<file path="src/rtl/assert_macros.svh">
// Assertion macros for the RTL top level of the SGR escape filter.
// No dependencies; included by the top level, the only file that carries concurrent assertions.
`ifndef ASSERT_MACROS_SVH
`define ASSERT_MACROS_SVH

// Same-cycle implication, disabled while rst is high.
`define ASSERT_IMPLIES(label, clk, rst, ante, cons) \
   label: assert property (@(posedge clk) disable iff (rst) (ante) |-> (cons)) \
      else $error("assertion failed: same-cycle implication");

// Next-cycle implication, disabled while rst is high.
`define ASSERT_NEXT(label, clk, rst, ante, cons) \
   label: assert property (@(posedge clk) disable iff (rst) (ante) |=> (cons)) \
      else $error("assertion failed: next-cycle implication");

`endif

</file>
<file path="src/rtl/asef_pkg.sv">
// Shared types, constants and helper functions of the SGR escape filter.
// No dependencies; imported by every module of the block.
`default_nettype none

package asef_pkg;

   localparam logic [7:0] ESC_CHAR      = 8'd27;
   localparam logic [7:0] BRACKET_CHAR  = 8'h5B;
   localparam logic [7:0] SEMI_CHAR     = 8'h3B;
   localparam logic [7:0] ZERO_CHAR     = 8'h30;
   localparam logic [7:0] NINE_CHAR     = 8'h39;
   localparam logic [7:0] M_CHAR        = 8'h6D;
   localparam logic [7:0] FG_TENS_CHAR  = 8'h33;
   localparam logic [7:0] BG_TENS_CHAR  = 8'h34;
   localparam logic [7:0] FINAL_LO      = 8'd64;
   localparam logic [7:0] FINAL_HI      = 8'd126;
   localparam logic [7:0] ACCUM_MAX     = 8'd255;
   localparam logic [7:0] STYLE_MAX     = 8'd4;
   localparam logic [7:0] FG_LO         = 8'd30;
   localparam logic [7:0] FG_HI         = 8'd37;
   localparam logic [7:0] BG_LO         = 8'd40;
   localparam logic [7:0] BG_HI         = 8'd47;

   localparam int QUEUE_DEPTH = 2;
   localparam int QPTR_W      = $clog2(QUEUE_DEPTH);
   localparam int QCNT_W      = $clog2(QUEUE_DEPTH + 1);

   localparam int NUM_SLOTS = 15;

   typedef enum logic [1:0] {
      MODE_TEXT      = 2'd0,
      MODE_AFTER_ESC = 2'd1,
      MODE_PARAMS    = 2'd2
   } parse_mode_type;

   // Byte positions of one expanded command, in output order.
   typedef enum logic [3:0] {
      SLOT_TEXT          = 4'd0,
      SLOT_SGR_ESC       = 4'd1,
      SLOT_SGR_BRACKET   = 4'd2,
      SLOT_SGR_STYLE     = 4'd3,
      SLOT_FG_SEMI       = 4'd4,
      SLOT_FG_TENS       = 4'd5,
      SLOT_FG_UNITS      = 4'd6,
      SLOT_BG_SEMI       = 4'd7,
      SLOT_BG_TENS       = 4'd8,
      SLOT_BG_UNITS      = 4'd9,
      SLOT_SGR_M         = 4'd10,
      SLOT_CLOSE_ESC     = 4'd11,
      SLOT_CLOSE_BRACKET = 4'd12,
      SLOT_CLOSE_ZERO    = 4'd13,
      SLOT_CLOSE_M       = 4'd14
   } slot_type;

   typedef struct packed {
      logic [2:0] style;
      logic [5:0] fore;
      logic [5:0] back;
   } codes_type;

   // One classified input: what the back part has to write for it.
   typedef struct packed {
      logic       text_en;
      logic [7:0] text_byte;
      logic       sgr_en;
      codes_type  codes;
      logic       close_en;
   } cmd_type;

   typedef struct packed {
      logic full;
      logic empty;
   } queue_status_type;

   // Applies one finished parameter to the current codes.
   function automatic codes_type classify(logic [7:0] value, codes_type cur);
      codes_type res;
      res = cur;
      if (value <= STYLE_MAX) begin
         res.style = value[2:0];
      end else if (value >= FG_LO && value <= FG_HI) begin
         res.fore = value[5:0];
      end else if (value >= BG_LO && value <= BG_HI) begin
         res.back = value[5:0];
      end
      return res;
   endfunction

endpackage

`default_nettype wire

</file>
<file path="src/rtl/asef_front.sv">
// Front part of the SGR escape filter: parses input bytes and emits commands.
// Depends on asef_pkg.
`default_nettype none

module asef_front
   import asef_pkg::*;
(
   input  wire logic       clock,
   input  wire logic       reset,
   input  wire logic       accept,
   input  wire logic [7:0] char_byte,
   input  wire logic       end_of_text,
   output      logic       cmd_push,
   output      cmd_type    cmd
);

   parse_mode_type mode_ff, mode_in;
   logic [7:0]     accum_ff, accum_in;
   codes_type      codes_ff, codes_in;

   logic        is_digit, is_semi, is_final, param_path;
   logic [11:0] acc_wide;
   codes_type   classified;

   assign is_digit = (char_byte >= ZERO_CHAR) && (char_byte <= NINE_CHAR);
   assign is_semi  = (char_byte == SEMI_CHAR);
   assign is_final = (char_byte >= FINAL_LO) && (char_byte <= FINAL_HI);
   assign acc_wide = 12'(accum_ff) * 12'd10 + 12'(char_byte - ZERO_CHAR);
   assign classified = classify(accum_ff, codes_ff);

   // A byte goes through parameter handling unless it is text, or the '['
   // that directly follows ESC.
   always_comb begin
      param_path = 1'b0;
      unique case (mode_ff)
         MODE_TEXT:      param_path = 1'b0;
         MODE_AFTER_ESC: param_path = (char_byte != BRACKET_CHAR);
         default:        param_path = 1'b1;
      endcase
   end

   // Next parse mode.
   always_comb begin
      mode_in = mode_ff;
      unique case (mode_ff)
         MODE_TEXT: begin
            if (char_byte == ESC_CHAR) mode_in = MODE_AFTER_ESC;
         end
         MODE_AFTER_ESC: begin
            mode_in = MODE_PARAMS;
            if (param_path && is_final) mode_in = MODE_TEXT;
         end
         default: begin
            if (is_final) mode_in = MODE_TEXT;
         end
      endcase
      if (end_of_text) mode_in = MODE_TEXT;
   end

   // Parameter datapath and command.
   always_comb begin
      accum_in = accum_ff;
      codes_in = codes_ff;
      cmd      = '0;
      if (mode_ff == MODE_TEXT) begin
         if (char_byte == ESC_CHAR) begin
            accum_in = '0;
            codes_in = '0;
         end else begin
            cmd.text_en   = 1'b1;
            cmd.text_byte = char_byte;
         end
      end else if (param_path) begin
         if (is_digit) begin
            accum_in = (acc_wide > 12'(ACCUM_MAX)) ? ACCUM_MAX : acc_wide[7:0];
         end else if (is_semi) begin
            codes_in = classified;
            accum_in = '0;
         end else if (is_final) begin
            codes_in = classified;
            accum_in = '0;
            if (char_byte == M_CHAR) begin
               cmd.sgr_en = 1'b1;
               cmd.codes  = classified;
            end
         end
      end
      if (end_of_text) begin
         accum_in     = '0;
         cmd.close_en = 1'b1;
      end
   end

   assign cmd_push = accept && (cmd.text_en || cmd.sgr_en || cmd.close_en);

   always_ff @(posedge clock) begin
      if (reset) begin
         mode_ff  <= MODE_TEXT;
         accum_ff <= '0;
         codes_ff <= '0;
      end else if (accept) begin
         mode_ff  <= mode_in;
         accum_ff <= accum_in;
         codes_ff <= codes_in;
      end
   end

endmodule

`default_nettype wire

</file>
<file path="src/rtl/asef_queue.sv">
// Short command queue between the front and back parts of the SGR filter.
// Depends on asef_pkg.
`default_nettype none

module asef_queue
   import asef_pkg::*;
(
   input  wire logic       clock,
   input  wire logic       reset,
   input  wire logic       push,
   input  wire cmd_type    push_cmd,
   input  wire logic       pop,
   output      cmd_type    head_cmd,
   output queue_status_type status
);

   cmd_type            entry_ff [QUEUE_DEPTH];
   logic [QPTR_W-1:0]  wr_ptr_ff, wr_ptr_in;
   logic [QPTR_W-1:0]  rd_ptr_ff, rd_ptr_in;
   logic [QCNT_W-1:0]  count_ff, count_in;
   logic               do_push, do_pop;

   assign status.full  = (count_ff == QCNT_W'(QUEUE_DEPTH));
   assign status.empty = (count_ff == '0);
   assign do_push      = push && !status.full;
   assign do_pop       = pop && !status.empty;
   assign head_cmd     = entry_ff[rd_ptr_ff];

   always_comb begin
      wr_ptr_in = wr_ptr_ff;
      rd_ptr_in = rd_ptr_ff;
      if (do_push) begin
         wr_ptr_in = (wr_ptr_ff == QPTR_W'(QUEUE_DEPTH - 1)) ? '0 : wr_ptr_ff + 1'b1;
      end
      if (do_pop) begin
         rd_ptr_in = (rd_ptr_ff == QPTR_W'(QUEUE_DEPTH - 1)) ? '0 : rd_ptr_ff + 1'b1;
      end
      count_in = count_ff + QCNT_W'(do_push) - QCNT_W'(do_pop);
   end

   always_ff @(posedge clock) begin
      if (reset) begin
         wr_ptr_ff <= '0;
         rd_ptr_ff <= '0;
         count_ff  <= '0;
      end else begin
         wr_ptr_ff <= wr_ptr_in;
         rd_ptr_ff <= rd_ptr_in;
         count_ff  <= count_in;
      end
   end

   always_ff @(posedge clock) begin
      if (do_push) entry_ff[wr_ptr_ff] <= push_cmd;
   end

endmodule

`default_nettype wire

</file>
<file path="src/rtl/asef_back.sv">
// Back part of the SGR filter: expands queued commands into output bytes.
// Depends on asef_pkg.
`default_nettype none

module asef_back
   import asef_pkg::*;
(
   input  wire logic             clock,
   input  wire logic             reset,
   input  wire cmd_type          head_cmd,
   input  wire queue_status_type q_status,
   output      logic             q_pop,
   input  wire logic             rsp_pop,
   output      logic             rsp_empty,
   output      logic [7:0]       rsp_out_byte,
   output      logic             rsp_run_last,
   output      logic             rsp_text_done
);

   logic [NUM_SLOTS-1:0] done_ff, done_in;
   logic [NUM_SLOTS-1:0] enable, remaining, cur_bit;
   slot_type             cur;
   logic                 last_slot, load;
   logic [5:0]           fg_diff, bg_diff;
   logic [7:0]           byte_sel;

   logic       out_valid_ff, out_valid_in;
   logic [7:0] out_byte_ff;
   logic       out_last_ff, out_done_ff;

   always_comb begin
      enable = '0;
      enable[SLOT_TEXT]          = head_cmd.text_en;
      enable[SLOT_SGR_ESC]       = head_cmd.sgr_en;
      enable[SLOT_SGR_BRACKET]   = head_cmd.sgr_en;
      enable[SLOT_SGR_STYLE]     = head_cmd.sgr_en;
      enable[SLOT_FG_SEMI]       = head_cmd.sgr_en && (head_cmd.codes.fore != '0);
      enable[SLOT_FG_TENS]       = head_cmd.sgr_en && (head_cmd.codes.fore != '0);
      enable[SLOT_FG_UNITS]      = head_cmd.sgr_en && (head_cmd.codes.fore != '0);
      enable[SLOT_BG_SEMI]       = head_cmd.sgr_en && (head_cmd.codes.back != '0);
      enable[SLOT_BG_TENS]       = head_cmd.sgr_en && (head_cmd.codes.back != '0);
      enable[SLOT_BG_UNITS]      = head_cmd.sgr_en && (head_cmd.codes.back != '0);
      enable[SLOT_SGR_M]         = head_cmd.sgr_en;
      enable[SLOT_CLOSE_ESC]     = head_cmd.close_en;
      enable[SLOT_CLOSE_BRACKET] = head_cmd.close_en;
      enable[SLOT_CLOSE_ZERO]    = head_cmd.close_en;
      enable[SLOT_CLOSE_M]       = head_cmd.close_en;
   end

   assign remaining = enable & ~done_ff;

   // Lowest remaining slot is the next byte to write.
   always_comb begin
      cur = SLOT_TEXT;
      for (int i = NUM_SLOTS - 1; i >= 0; i--) begin
         if (remaining[i]) cur = slot_type'(4'(i));
      end
   end

   assign cur_bit   = NUM_SLOTS'(1) << cur;
   assign last_slot = ((remaining & ~cur_bit) == '0);
   assign fg_diff   = head_cmd.codes.fore - FG_LO[5:0];
   assign bg_diff   = head_cmd.codes.back - BG_LO[5:0];

   always_comb begin
      byte_sel = ESC_CHAR;
      unique case (cur)
         SLOT_TEXT:          byte_sel = head_cmd.text_byte;
         SLOT_SGR_ESC:       byte_sel = ESC_CHAR;
         SLOT_SGR_BRACKET:   byte_sel = BRACKET_CHAR;
         SLOT_SGR_STYLE:     byte_sel = ZERO_CHAR + 8'(head_cmd.codes.style);
         SLOT_FG_SEMI:       byte_sel = SEMI_CHAR;
         SLOT_FG_TENS:       byte_sel = FG_TENS_CHAR;
         SLOT_FG_UNITS:      byte_sel = ZERO_CHAR + 8'(fg_diff[2:0]);
         SLOT_BG_SEMI:       byte_sel = SEMI_CHAR;
         SLOT_BG_TENS:       byte_sel = BG_TENS_CHAR;
         SLOT_BG_UNITS:      byte_sel = ZERO_CHAR + 8'(bg_diff[2:0]);
         SLOT_SGR_M:         byte_sel = M_CHAR;
         SLOT_CLOSE_ESC:     byte_sel = ESC_CHAR;
         SLOT_CLOSE_BRACKET: byte_sel = BRACKET_CHAR;
         SLOT_CLOSE_ZERO:    byte_sel = ZERO_CHAR;
         SLOT_CLOSE_M:       byte_sel = M_CHAR;
         default:            byte_sel = ESC_CHAR;
      endcase
   end

   assign load         = !q_status.empty && (!out_valid_ff || rsp_pop);
   assign q_pop        = load && last_slot;
   assign out_valid_in = load || (out_valid_ff && !rsp_pop);

   always_comb begin
      done_in = done_ff;
      if (load) done_in = last_slot ? '0 : (done_ff | cur_bit);
   end

   always_ff @(posedge clock) begin
      if (reset) begin
         done_ff      <= '0;
         out_valid_ff <= 1'b0;
      end else begin
         done_ff      <= done_in;
         out_valid_ff <= out_valid_in;
      end
   end

   always_ff @(posedge clock) begin
      if (load) begin
         out_byte_ff <= byte_sel;
         out_last_ff <= last_slot;
         out_done_ff <= (cur == SLOT_CLOSE_M);
      end
   end

   assign rsp_empty     = !out_valid_ff;
   assign rsp_out_byte  = out_byte_ff;
   assign rsp_run_last  = out_last_ff;
   assign rsp_text_done = out_done_ff;

endmodule

`default_nettype wire

</file>
<file path="src/rtl/ansi_sgr_escape_filter.sv">
// Top level of the ANSI SGR escape filter: front parser, command queue, back expander.
// Depends on asef_pkg, asef_front, asef_queue, asef_back and assert_macros.svh.
//
// Usage: text bytes enter on the req_ channel, which behaves like the write
// side of a queue. A transaction is taken on a clock edge where req_push is
// high and req_full is low; req_end_of_text marks the final byte of a text.
// Output bytes leave on the rsp_ channel, which behaves like the read side of
// a queue: while rsp_empty is low the oldest byte is on rsp_out_byte, and it
// is taken on an edge where rsp_pop is high.
// Ordinary text passes through byte for byte, so a plain byte stream runs at one
// transaction per cycle in both directions while nothing stalls. A byte taken on
// req_ goes into the command queue and then the output register before it reaches
// the rsp_ ports. A final 'm' expands into 4 to 10 bytes and the end of text
// adds 4 more, up to 14 in all; the back end writes one byte per cycle while the
// receiver pops; the front takes input until the two-entry command queue fills.
// If the receiver stalls, the output register holds its byte, the queue fills
// and req_full rises; nothing is lost. Bytes that only change parser state
// (ESC, parameters, dropped sequences) produce no output at all.
// A synchronous reset returns the parser to text mode with cleared
// parameters and empties the queue and the output register.
`default_nettype none
`include "assert_macros.svh"

module ansi_sgr_escape_filter
   import asef_pkg::*;
(
   input  wire logic       clock,
   input  wire logic       reset,
   input  wire logic       req_push,
   output      logic       req_full,
   input  wire logic [7:0] req_char_byte,
   input  wire logic       req_end_of_text,
   output      logic       rsp_empty,
   input  wire logic       rsp_pop,
   output      logic [7:0] rsp_out_byte,
   output      logic       rsp_run_last,
   output      logic       rsp_text_done
);

   logic             accept;
   logic             cmd_push;
   cmd_type          cmd;
   cmd_type          head_cmd;
   logic             q_pop;
   queue_status_type q_status;

   // The front only advances when the queue has room for its command.
   assign req_full = q_status.full;
   assign accept   = req_push && !q_status.full;

   asef_front u_front (
      .clock       (clock),
      .reset       (reset),
      .accept      (accept),
      .char_byte   (req_char_byte),
      .end_of_text (req_end_of_text),
      .cmd_push    (cmd_push),
      .cmd         (cmd)
   );

   asef_queue u_queue (
      .clock    (clock),
      .reset    (reset),
      .push     (cmd_push),
      .push_cmd (cmd),
      .pop      (q_pop),
      .head_cmd (head_cmd),
      .status   (q_status)
   );

   asef_back u_back (
      .clock         (clock),
      .reset         (reset),
      .head_cmd      (head_cmd),
      .q_status      (q_status),
      .q_pop         (q_pop),
      .rsp_pop       (rsp_pop),
      .rsp_empty     (rsp_empty),
      .rsp_out_byte  (rsp_out_byte),
      .rsp_run_last  (rsp_run_last),
      .rsp_text_done (rsp_text_done)
   );

   // The closing reset sequence always ends the output of its transaction.
   `ASSERT_IMPLIES(a_done_is_last, clock, reset, !rsp_empty && rsp_text_done, rsp_run_last)
   // A full queue cannot also be empty.
   `ASSERT_IMPLIES(a_queue_sane, clock, reset, q_status.full, !q_status.empty)
   // Reset leaves nothing on the output side.
   `ASSERT_NEXT(a_reset_empty, clock, 1'b0, reset, rsp_empty && !q_status.full)
   // The queue is only drained when the back end has something to take.
   `ASSERT_IMPLIES(a_pop_nonempty, clock, reset, q_pop, !q_status.empty)

endmodule

`default_nettype wire

</file>
<file path="config.mk">
export PLATFORM = sky130hd
export DESIGN_NAME = ansi_sgr_escape_filter
export DESIGN_NICKNAME = d
export VERILOG_FILES = /design/src/rtl/asef_pkg.sv /design/src/rtl/asef_front.sv /design/src/rtl/asef_queue.sv /design/src/rtl/asef_back.sv /design/src/rtl/ansi_sgr_escape_filter.sv
export VERILOG_INCLUDE_DIRS = /design/src /design/src/rtl
export SDC_FILE = /design/constraint.sdc
export NUM_CORES = 1
export LEC_CHECK = 0
export ABC_AREA = 1
export BUFFER_PORTS_ARGS = -buffer_cell sky130_fd_sc_hd__buf_2
export CORE_AREA = 2 2 108 110
export CTS_CLUSTER_DIAMETER = 80
export DETAILED_ROUTE_END_ITERATION = 6
export DIE_AREA = 0 0 110 112
export PLACE_DENSITY = 0.71
export SYNTH_ARGS = -nofsm -noshare
export SYNTH_HDL_FRONTEND = slang
export SYNTH_SLANG_ARGS = --single-unit
export TNS_END_PERCENT = 50
</file>
<file path="constraint.sdc">
create_clock -name clock -period 10.99 [get_ports clock]
set_input_delay 0.5495 -clock clock [delete_from_list [all_inputs] [get_ports clock]]
set_output_delay 0.5495 -clock clock [all_outputs]
set_load 0.05 [all_outputs]
</file>
## Yosys cells after proc, flatten, opt, wreduce, memory -nomap -nowiden

Memory sizes are Yosys's and may differ from the RTL's. A register that Yosys moved wholly into a read port is not among the register bits.
Index checks and enable logic that the tools add are counted.

| operators by class | value |
|---|---|
| eq/ne operators | 21 |
| bitwise operators | 5 |
| add/subtract/negate cells | 11 |
| mux-type cells | 57 |
| $mul | 1 |
| shifts and indexed selects | 1 |
| order comparisons | 10 |
| reductions and logical operators | 39 |

Operators with widths:

| cell | number |
|---|---|
| $mux 15 | 7 |
| $mux 16 | 6 |
| $pmux 8 s10 | 1 |
| $mux 8 | 8 |
| $mux 4 | 15 |
| $and 15x15->15 | 2 |
| $not 15->15 | 2 |
| $eq 4x4->1 const B | 6 |
| $le 8x6->1 const B | 3 |
| $add 6x3->7 const A | 3 |
| $mux 6 | 3 |
| $mux 9 | 2 |
| $eq 4x3->1 const B | 4 |
| $ge 8x6->1 const B | 2 |
| $logic_not 15->1 | 1 |
| $or 15x15->15 | 1 |
| $shl 1x4->15 const A | 1 |
| $logic_and 1x1->1 | 14 |
| $add 12x12->12 | 1 |
| $gt 12x8->1 const B | 1 |
| $mux 12 | 1 |
| $reduce_bool 6->1 | 2 |
| $mul 8x3->11 const B | 1 |
| $sub 8x6->9 const B | 1 |
| other kinds (36) | 57 |

| word-level totals | value |
|---|---|
| memories kept | 1 |
| memory bits (writable) | 52 |
| bits of input ports | 13 |
| logic and storage cells | 159 |
| flip-flop bits (word level) | 55 |

Memory list:

| name | depth | bits a word | rd ports | clocked after memory_dff | write ports | RTL line | source |
|---|---|---|---|---|---|---|---|
| u_queue.entry_ff | 2 | 26 | 1 | 1 | 1 | asef_queue.sv:17 | `cmd_type entry_ff [QUEUE_DEPTH];` |

## Depth between registers and ports, before layout

Gate-level depths: netlist (run 1).

| logic depth | value |
|---|---|
| word-level depth | 26 |
| depth in mapped cells | 29 |
| gate-level depth less buffers | 28 |

## Modules after synthesis

A second synthesis (run 1) with hierarchy kept.

| second synthesis, totals | value |
|---|---|
| cell total of the unflattened synthesis | 809 |
| area total of the unflattened synthesis | 6,831.6 um2 |

Modules (own cells, without submodules):

| module | area each (um2) | cells each | times used | seq. area each (um2) |
|---|---|---|---|---|
| asef_front | 2,625.0 | 418 | 1 | 500.5 |
| asef_queue | 2,232.1 | 120 | 1 | 1,661.6 |
| asef_back | 1,964.4 | 269 | 1 | 620.6 |
| ansi_sgr_escape_filter | 10.0 | 2 | 1 | 0.0 |

## Worst setup path after synthesis (run 1)

OpenSTA, ideal clock, no wires.

| path | value |
|---|---|
| kind | register to register |
| start | reg u_front.accum_ff[1] |
| end | reg u_front.accum_ff[3] |
| setup time | 0.132 ns |
| data arrival time | 3.343 ns |
| stages on the path, launching flop included | 21 |
| required time | 10.858 ns |
| clock period less this slack | 3.475 ns |
| slack | 7.515 ns |
| cell sequence | dfxtp_1 -> ha_1 -> ha_1 -> fa_1 -> xor2_1 -> ha_1 -> inv_1 -> nor3_1 -> nand2_1 -> and3_1 -> inv_1 -> a21oi_1 -> o21bai_1 -> xnor2_1 -> nand2_1 -> a21oi_1 -> o21ai_0 -> nor2_1 -> nand2_1 -> nand2_1 -> a21oi_1 |

| on the way | value |
|---|---|
| cells in the longest elaborated chain, start to end | 8 |

Ends and longest elaborated chain:

| what | RTL line | source |
|---|---|---|
| start, declared | asef_front.sv:18 | `logic [7:0] accum_ff, accum_in;` |
| start signal, assigned | asef_front.sv:103 | `accum_ff <= accum_in;` |
| $mul 8x3->11 (*) | asef_front.sv:28 | `assign acc_wide = 12'(accum_ff) * 12'd10 + 12'(char_byte - ZERO_CHAR);` |
| $add 12x12->12 (*) | asef_front.sv:28 |  |
| $gt 12x8->1 | asef_front.sv:75 | `accum_in = (acc_wide > 12'(ACCUM_MAX)) ? ACCUM_MAX : acc_wide[7:0];` |
| $mux 8 (*) | asef_front.sv:75 |  |
| $mux 8 (*) | asef_front.sv:74 | `if (is_digit) begin` |
| $mux 8 (*) | asef_front.sv:73 | `end else if (param_path) begin` |
| $mux 8 (*) | asef_front.sv:65 | `if (mode_ff == MODE_TEXT) begin` |
| $mux 8 (*) | asef_front.sv:88 | `if (end_of_text) begin` |

Mark *: on every way between the ends. The rest lies on a longest branch, timed or not. The select of a mux whose other input is x is not followed.
A chain may end at the register's enable or synchronous reset.

==> results.md, run 1 <==
- Status: complete, no violations
- Fmax: 222.7 MHz
- Final wirelength: 13780 µm
- GR Overflow Total: 0
- Boundary Pins: 25
- CP startpoint kind: flop
- HP Start: u_back.done_ff[10]
- Flops & latches, synth: 108
- Non-Filler Instances: 903
- Clock sinks: 108
- Ys flop type: edfxtp_1
- Cts hold-fix bufs: 0
- DR WL met2: 7241 µm
- DR vias: 4856
- Pwr Density: approximately 160 nW/µm²
- Starting DRT DRC Count: 372
- Initial Utilization: 53.49%
- Met1 wire length: 5802 µm
- Max-slew violations: 0
- Critical path's slowest cell: dfxtp_1
- Unrepaired setup endpoints after global routing: false
- Skew final: 0.009169 ns
- CP top delay family: simple AND/OR/NAND/NOR gates
- Layout cells sized above 1: 11.05%
- Die area: roughly 12000 µm²
- Slew margin rel.: 29.37%
- WHS: 0.4603 ns
- Routability cong.: 0.9546
- Vias in the first global route: approximately 4700
- Max Cap Violations: 0
- TritonRoute pass-1 iters: 5
- CP bufs+invs: 5
- Post-route ant nets: 0
- Post-Syn Instances: 732
- Post-CTS Resized: 0
- Share of power burned in combinational logic: between 20% and 30%
- Wire per inst: 15.26 µm
- Fill count: 1006
- Clk_lat worst skew: 0.36 ns
- Crit path DAT: 4.78 ns
- Clk pwr share: 31.7%
- Mapped Area: 5977 µm²
- CP Cell Sequence: inv_2 > nand2_2 > nand2_4 > nand2_1 > inv_2 > nor3_1 > nand3_1 > nand2_2 > nand2_2 > nor2_4 > nand4_1 > nand2_1 > nand2_1 > clkinv_1 > nand3_1 > nor2_2 > nand3_2 > inv_1 > ha_1 > inv_1 > ha_1 > xor2_1 > o21ai_0 > a21oi_1
- Final Cycle Share: 40.85%
- Max FO, Critical Path: 24
- Worst-Margin Slew: 1.050 ns
- Setup TNS: 0 ns
- Critical path type: flop to flop
- CTS root buffer: clkbuf_16
- Number of diodes: 0
- Setup Fix Bufs, Post-CTS: 0
- Reg clk slew, reported paths: 0.08 ns
- DR top layer: met4
- Met3 Wirelength: roughly 440 µm
- DP Cell Count: 887
- Internal power: 0.6907 mW
- Async set-or-reset flop fraction in the synthesized netlist: 0%
- H-tree Lvls: 3
- CTS tree: yes
- Post-layout net count: 797
- Core ar.: 11170 µm²
- First-pass GRT wire length: ~23000 µm
- Synthesized netlist net count: between 700 and 800
- Synth-to-Final Area Change: 9.274%
- Seq/Total Area, Yosys: 46.56%
- Clock buffer depth: 2
- Drc violations: 0
- Number of synthesized flops with an enable pin: 62
- Commonest non-fill, non-tap cell in the layout: nand2_1
- VDD IR max: 0.1048 mV
- Max stage delay on crit path: 0.87 ns
- Die Y: approximately 110 µm
- Crit. End Element: flop
- Number of buffers created by CTS: 9
- Netlist cell types: 47
- Switch share: 32.38%
- P_leak: 2.860 nW
- FP Rows: 39
- Crit path time final: 4.490 ns
- Synth warn: 0
- Most frequent cells in the layout: 139 x nand2_1, 102 x nor2_1, 91 x inv_1
- GR Util All Layers: about a quarter
- Switching pwr: 0.3307 mW
- Initial antenna violation count: 0
- Die Span X: 110 µm
- Worst Path Required: 11.28 ns
- Setup-failing EPs final: 0
- Post-synthesis area per instance: 8.165 µm²
- Hold Crit Class: flop to flop
- DP Wirelength: ~11000 µm
- Vias per inst: 5.378
- Seq pwr share: 47.2%
- Fin. Hold Viols: 0
- Number of I/O port buffers: 24
- Largest net degree at the start of global routing: 27
==> synthesized netlist by cell type, types with 3 or more instances <==
cell | number | share of area (%)
a21oi_1 | 57 | 4.8
clkbuf_1 | 10 | 0.63
dfxtp_1 | 46 | 15
edfxtp_1 | 62 | 31
ha_1 | 27 | 5.7
inv_1 | 91 | 5.7
inv_2 | 9 | 0.57
nand2_1 | 139 | 8.7
nand2_2 | 11 | 1.2
nand3_1 | 39 | 3.3
nand3_2 | 4 | 0.67
nand3b_1 | 3 | 0.38
nand4_1 | 12 | 1.3
nor2_1 | 104 | 6.5
nor2_2 | 3 | 0.31
nor2_4 | 3 | 0.57
nor3_1 | 13 | 1.1
nor4_1 | 4 | 0.42
o211ai_1 | 5 | 0.63
o21ai_0 | 33 | 2.8
o21ai_1 | 3 | 0.25
o21bai_1 | 4 | 0.50
o31ai_1 | 6 | 0.75
or2_2 | 3 | 0.31
xnor2_1 | 5 | 0.73
xor2_1 | 10 | 1.5
==> worst paths after layout <==
check                              to  slack, ns  depth (start not counted)
hold reg to reg    u_back.done_ff[10]       0.46                          2
hold / removal     u_back.done_ff[10]       0.46                          2
setup reg to reg  u_queue.count_ff[1]       6.50                         24
setup / recovery  u_queue.count_ff[1]       6.50                         24
==> layer usage <==
metal  vias up  global-route usage, %
met5         -                      0
met4         0                  8.017
met3        25                  4.801
met2        90                  42.13
met1      2267                  28.76
li1       2474                      -
==> layout make-up <==
cell class                      instances  area [µm²]  share of cell area (%)
Sequential cell                       108        2783                   42.61
Multi-Input combinational cell        509        2749                   42.09
Inverter                              101       379.1                   5.805
Clock buffer                           10       239.0                   3.659
Tap cell                              143       178.9                   2.739
Timing Repair Buffer                   26       135.1                   2.069
Clock inverter                          6       67.56                   1.034
==> cell families (layout without fill, tap and decap cells) <==
family | after synthesis | count (layout) | synth area share (%)
AND/OR/NAND/NOR | 343 | 343 | 25.66
AO/OA/AOI/OAI | 121 | 121 | 11.56
buffers and inverters | 115 | 143 | 7.536
flip-flops | 108 | 108 | 46.56
adder cells (fa/ha/maj) | 29 | 29 | 6.322
XOR/XNOR | 15 | 15 | 2.198
multiplexers | 1 | 1 | 0.1675
==> through the flow <==
| stage | worst slack (ns) | instance area, µm² | util (%) | total power [mW] |
|---|---|---|---|---|
| detailed placement | 6.538 | 6225 | 55.70 | 0.7071 |
| finish | 6.500 | 6531 | 58.45 | 1.021 |
| floorplan | 7.515 | 5977 | - | 0.6485 |
| global route | 6.068 | 6531 | 58.45 | 1.073 |
| global placement | 6.578 | 6225 | 55.70 | 0.7054 |
| CTS | 6.516 | 6531 | 58.45 | 1.028 |
==> sequential cells by signal, indices dropped and copies added, names as in the netlist, named ones only <==
name,cells
u_back.rsp_out_byte,8
u_back.out_valid_ff,1
u_front.accum_ff,8
u_queue.count_ff,2
u_queue.wr_ptr_ff,1
u_queue.rd_ptr_ff,1
u_queue.entry_ff,52
u_back.rsp_run_last,1
u_back.rsp_text_done,1
u_front.mode_ff,2
u_front.codes_ff,15
u_back.done_ff,15
==> power by group through the flow <==
stage | combinational [mW] | clock [mW] | sequential, mW
after floorplan | 0.131 | 0 | 0.517
after global placement | 0.215 | 0 | 0.490
after detailed placement | 0.216 | 0 | 0.491
after CTS | 0.217 | 0.330 | 0.482
after global routing | 0.238 | 0.350 | 0.485
final | 0.216 | 0.323 | 0.482
==> worst reg2reg max path, stage by stage, from the launching register on <==
cell and delay (ns):
dfxtp_1 0.87, inv_2 0.37, nand2_2 0.18, nand2_4 0.10, nand2_1 0.18, inv_2 0.05
nor3_1 0.25, nand3_1 0.18, nand2_2 0.15, nand2_2 0.10, nor2_4 0.23, nand4_1 0.24
nand2_1 0.12, nand2_1 0.06, clkinv_1 0.06, nand3_1 0.09, nor2_2 0.14, nand3_2 0.14
inv_1 0.10, ha_1 0.22, inv_1 0.06, ha_1 0.16, xor2_1 0.19, o21ai_0 0.09
a21oi_1 0.13
Note: power is estimated with default switching activity, not from simulation.
==> inputs of run 2 (changes only) <==
- PLACE_DENSITY: 0.71 -> 0.74
- clock period: 10.99 -> 3.7 ns (I/O delays scaled with it)
==> results.md, run 2 (synthesis gave the netlist of run 1 again) <==
- Max FO, Critical Path: 11
- Most used cell, CP: nand2_1
- Skew final: about 0.0087 ns
- Drc violations: 0
- VDD IR max: 0.3069 mV
- Core ar.: 11170 µm²
- CTS root buffer: clkbuf_16
- Max FFs per register: 52
- Initial Utilization: 53.49%
- Internal power: 2.114 mW
- Share of power burned in combinational logic: 21.5%
- HP Start: rsp_pop
- Worst-Margin Slew: 0.8600 ns
- GR Overflow Total: 0
- Final core occ: 60.39%
- Vias in the first global route: 4803
- GR Util All Layers: 23.26%
- Max stage delay on crit path: 0.35 ns
- Critical path's slowest cell: dfxtp_1
- Seq pwr share: 46.2%
- Post-layout net count: 816
- Clock sinks: between 100 and 150
- Starting DRT DRC Count: 495
- Clock buffer depth: 2
- Vias per inst: 5.401
- Most frequent cells in the layout: 138 x nand2_1, 101 x nor2_1, 90 x inv_1
- Largest register by flop count: u_queue.entry_ff
- Final wirelength: 13860 µm
- WHS: 0.1357 ns
- Commonest non-fill, non-tap cell in the layout: nand2_1
- Fin. Hold Viols: 0
- Clk_lat worst skew: approximately 0.34 ns
- Post-route ant nets: 0
- P_leak: slightly below 3 nW
- Switching pwr: a little under 1 mW
- Initial antenna violation count: 0
- Hold Crit Class: input port to flop
- Top Registers: u_queue.entry_ff: 52 flops, u_back.done_ff: 15 flops, u_front.codes_ff: 15 flops
- Die Span X: approximately 110 µm
- Number of I/O port buffers: 24
- Setup TNS: 0 ns
- Pwr Density: roughly 460 nW/µm²
- Boundary Pins: 25
- Die area: 12320 µm²
- Crit. End Element: flop
- Status: complete, no violations
- Clk pwr share: 32.4%
- First-pass GRT wire length: ~22000 µm
- TritonRoute pass-1 iters: 5
- Layout cells sized above 1: 15.15%
- Critical path type: flop to flop
- Number of buffers created by CTS: 9
- H-tree Lvls: 3
- DP Wirelength: 10360 µm
- Max-slew violations: 0
- Final Power: between 3 and 4 mW
- Max Cap Violations: 0
- Crit path time final: ~3.5 ns
- Synth-to-Final Area Change: 12.90%
- DR vias: 4980
- Fmax: 287.5 MHz
- CTS tree: yes
- Routability cong.: around 0.92
- Switch share: 31.76%
- Crit path DAT: 3.75 ns
- Wire per inst: between 15 and 20 µm
- Die Y: approximately 110 µm
- Slew margin rel.: 42.28%
- Number of diodes: 0
- CP startpoint kind: flop
- Reg clk slew, reported paths: 0.08 ns
- Worst Path Required: ~4 ns
- Largest net degree at the start of global routing: 27
- Final Cycle Share: about 94%
- FP Rows: 39
- Setup-failing EPs final: 0
-- run 2: cell types whose count changed in the layout (fill, tap and decap cells not counted), moves of 3 or more --
cell,before,now
buf_4,2,19
dfxtp_1,46,41
dfxtp_2,0,3
ha_1,27,24
inv_6,2,5
-- run 2: metrics by stage --
stage	worst slack, ns	cell area [µm²]	std cells
2_1_floorplan	0.2245	5977	732
3_3_place_gp	0.1685	6330	901
3_5_place_dp	0.02131	6330	901
4_1_cts	0.006366	6640	917
5_1_grt	-0.004451	6748	922
6_report	0.2219	6748	922
-- run 2: routing by layer --
layer | vias up | GRT usage (%) | wire, µm | part of all wire [%]
li1 | 2522 | - | - | -
met1 | 2300 | 30.40 | 6127 | 44
met2 | 130 | 39.02 | 6838 | 49
met3 | 28 | 3.630 | 537 | 3.9
met4 | 0 | 7.764 | 352 | 2.5
met5 | - | 0 | 0 | 0
-- run 2: layout make-up --
cell class	count	area [µm²]
fill	961	4427
multi-input combinational	509	2798
sequential	108	2794
inverter	101	381.6
timing repair buffer	45	285.3
clock buffer	9	225.2
tap	143	178.9
clock inverter	7	85.08
-- run 2: final timing paths --
check / endpoint / slack (ns) / depth (start not counted)
hold / removal: u_back.out_valid_ff / 0.14 / 3
setup reg to reg: u_queue.count_ff[1] / 0.22 / 25
hold reg to reg: u_back.done_ff[2] / 0.46 / 2
setup / recovery: u_queue.count_ff[1] / 0.22 / 25
-- run 2: power by group through the flow --
stage               Sequential [mW]  Combinational [mW]  Clock (mW)
floorplan                      1.54               0.390           0
global placement               1.45               0.637           0
detailed placement             1.46               0.647           0
CTS                            1.43               0.650        1.02
global route                   1.44               0.730        1.08
finish                         1.43               0.665        1.00
-- run 2: repair_timing --
| item | in CTS | in global routing |
|---|---|---|
| setup buffers | 0 | 5 |
| hold buffers | 0 | 0 |
| endpoints found under the setup margin | 0 | 9 |
| gates resized for setup | 0 | 22 |
-- run 2: worst max-delay path: cells and delay by family (launching register included) --
family	cells	cell delay, ns
simple gates	13	1.46
flops	1	0.35
fa+ha+maj	2	0.37
buf+inv	5	0.47
xor+xnor	1	0.18
compound gates	4	0.60
==> inputs of run 3 (changes only) <==
- CORE_AREA: 2 2 108 110 -> 2 2 77 153
- DIE_AREA: 0 0 110 112 -> 0 0 79 155
- SKIP_LAST_GASP: not set -> 1
==> results.md, run 3 (synthesis gave the netlist of run 1 again) <==
- Max FO, Critical Path: 8
- Fin. Hold Viols: 0
- Boundary Pins: 25
- Non-Filler Instances: 926
- CTS root buffer: clkbuf_16
- DR vias: 5011
- P_leak: between 2 and 3 nW
- Synth-to-Final Area Change: 13.46%
- CTS tree: yes
- Routability cong.: just under 1
- FP Rows: between 50 and 60
- FF/Latch Area: approximately 2800 µm²
- Critical path type: flop to flop
- Core ar.: 11150 µm²
- Die area: approximately 12000 µm²
- Clock sinks: 108
- CP startpoint kind: flop
- Drc violations: 9
- H-tree Lvls: 3
- Max-slew violations: 0
- Slew margin rel.: 48.41%
- DP Wirelength: 9996 µm
- Starting DRT DRC Count: ~480
- Post-layout net count: 821
- Final wirelength: ~14000 µm
- Fmax: 294.0 MHz
- Crit path time final: 3.402 ns
- GR Overflow Total: 0
- Max Cap Violations: 0
- Die Span X: about 80 µm
- Number of diodes: 0
- Top Registers: u_queue.entry_ff: 52 flops, u_back.done_ff: 15 flops, u_front.codes_ff: 15 flops
- Number of I/O port buffers: 24
- TritonRoute pass-1 iters: 7
- Hold Crit Class: input port to flop
- Vias per inst: 5.411
- Largest register by flop count: u_queue.entry_ff
- Pre-CTS setup slack: roughly 0.090 ns
- Setup TNS: 0 ns
- Worst-Margin Slew: 0.7687 ns
- Layout cells sized above 1: 15.69%
- Unrepaired setup endpoints after global routing: true
- Die Y: 155 µm
- Multi-input gate area: 2819 µm²
- Failing checks: design-rule violations
- Crit. End Element: flop
- Max FFs per register: 52
- Setup-failing EPs final: 0
- Most frequent cells in the layout: 137 x nand2_1, 101 x nor2_1, 90 x inv_1
- WHS: 0.1407 ns
- Largest net degree at the start of global routing: 24
- Fill count: 996
- VDD IR max: 0.2967 mV
- Crit path DAT: 3.63 ns
- Initial antenna violation count: 0
- Number of buffers created by CTS: 9
- Post-route ant nets: 0
- Pwr Density: 445.8 nW/µm²
- PnR worst setup slack: 0.2984 ns
- DP Cell Count: 903
- Final Cycle Share: 91.93%
- Initial Utilization: 53.61%
- Wire per inst: 14.70 µm
- Skew final: 0.007302 ns
- Clock buffer depth: 2
- Worst Path Required: a little under 4 ns
- Vias in the first global route: 4800
- Commonest non-fill, non-tap cell in the layout: nand2_1
- First-pass GRT wire length: 22490 µm
- GR Util All Layers: a little under a quarter
- Status: complete, but fails checks
- Clk_lat worst skew: 0.35 ns
- Reg clk slew, reported paths: 0.07 ns
run 3: cell count changes in the layout (fill, tap and decap cells not counted), sizes merged:
cell | before | now
bufinv | 1 | 0
clkinvlp | 0 | 2
clkinv | 1 | 4
buf | 45 | 50
inv | 106 | 102
run 3: worst paths after layout:
check	startpoint	end	slack [ns]	depth (start not counted)
max	u_front.accum_ff[1]	u_front.accum_ff[7]	0.30	21
min	rsp_pop	u_back.out_valid_ff	0.14	3
max reg2reg	u_front.accum_ff[1]	u_front.accum_ff[7]	0.30	21
min reg2reg	u_back.done_ff[2]	u_back.done_ff[2]	0.45	2
run 3: worst max-delay path, stage by stage, from the launching register on:
cell      delay (ns)
dfxtp_1         0.40
ha_4            0.23
ha_4            0.16
fa_2            0.39
xor2_1          0.18
ha_1            0.35
inv_2           0.06
nor3_2          0.11
nand2_1         0.07
and3_4          0.17
inv_1           0.05
a21oi_1         0.05
o21bai_1        0.20
xnor2_1         0.14
nand2_1         0.09
a21oi_2         0.09
o21ai_0         0.08
nor2_1          0.10
buf_4           0.15
nand2_1         0.05
nand2_1         0.08
a21oi_1         0.07
run 3: through the flow:
step | util, % | power, mW | instance area [µm²]
finish | 60.83 | 3.023 | 6782
global route | 60.83 | 3.156 | 6782
CTS | 59.54 | 3.015 | 6638
detailed placement | 56.97 | 2.112 | 6351
global placement | 56.97 | 2.095 | 6351
floorplan | - | 1.926 | 5977
run 3: area by class of cell:
type | count | area share (%)
multi-input cells | 509 | 41.57
clock buffers | 9 | 3.321
repair buffers | 50 | 4.760
well taps | 142 | 2.620
inverters | 101 | 5.701
flip-flops and latches | 108 | 41.13
clock inverters | 7 | 0.9041
run 3: report_power, final:
part / total (mW) / switching (mW) / internal, mW
Sequential: 1.43 / 0.0358 / 1.39
Clock: 0.918 / 0.451 / 0.467
Combinational: 0.674 / 0.490 / 0.185
Total: 3.02 / 0.977 / 2.05
run 3: metal layers:
layer,track usage (%),share of wire (%)
met4,7.800,1.5
met3,3.190,4.9
met2,40.07,51
met5,0,0
met1,29.55,43
run 3: repair_timing:
item,4_1_cts,5_1_grt
buffers inserted,0,7
setup endpoints to repair,0,9
resized for setup,0,24
hold buffers,0,0
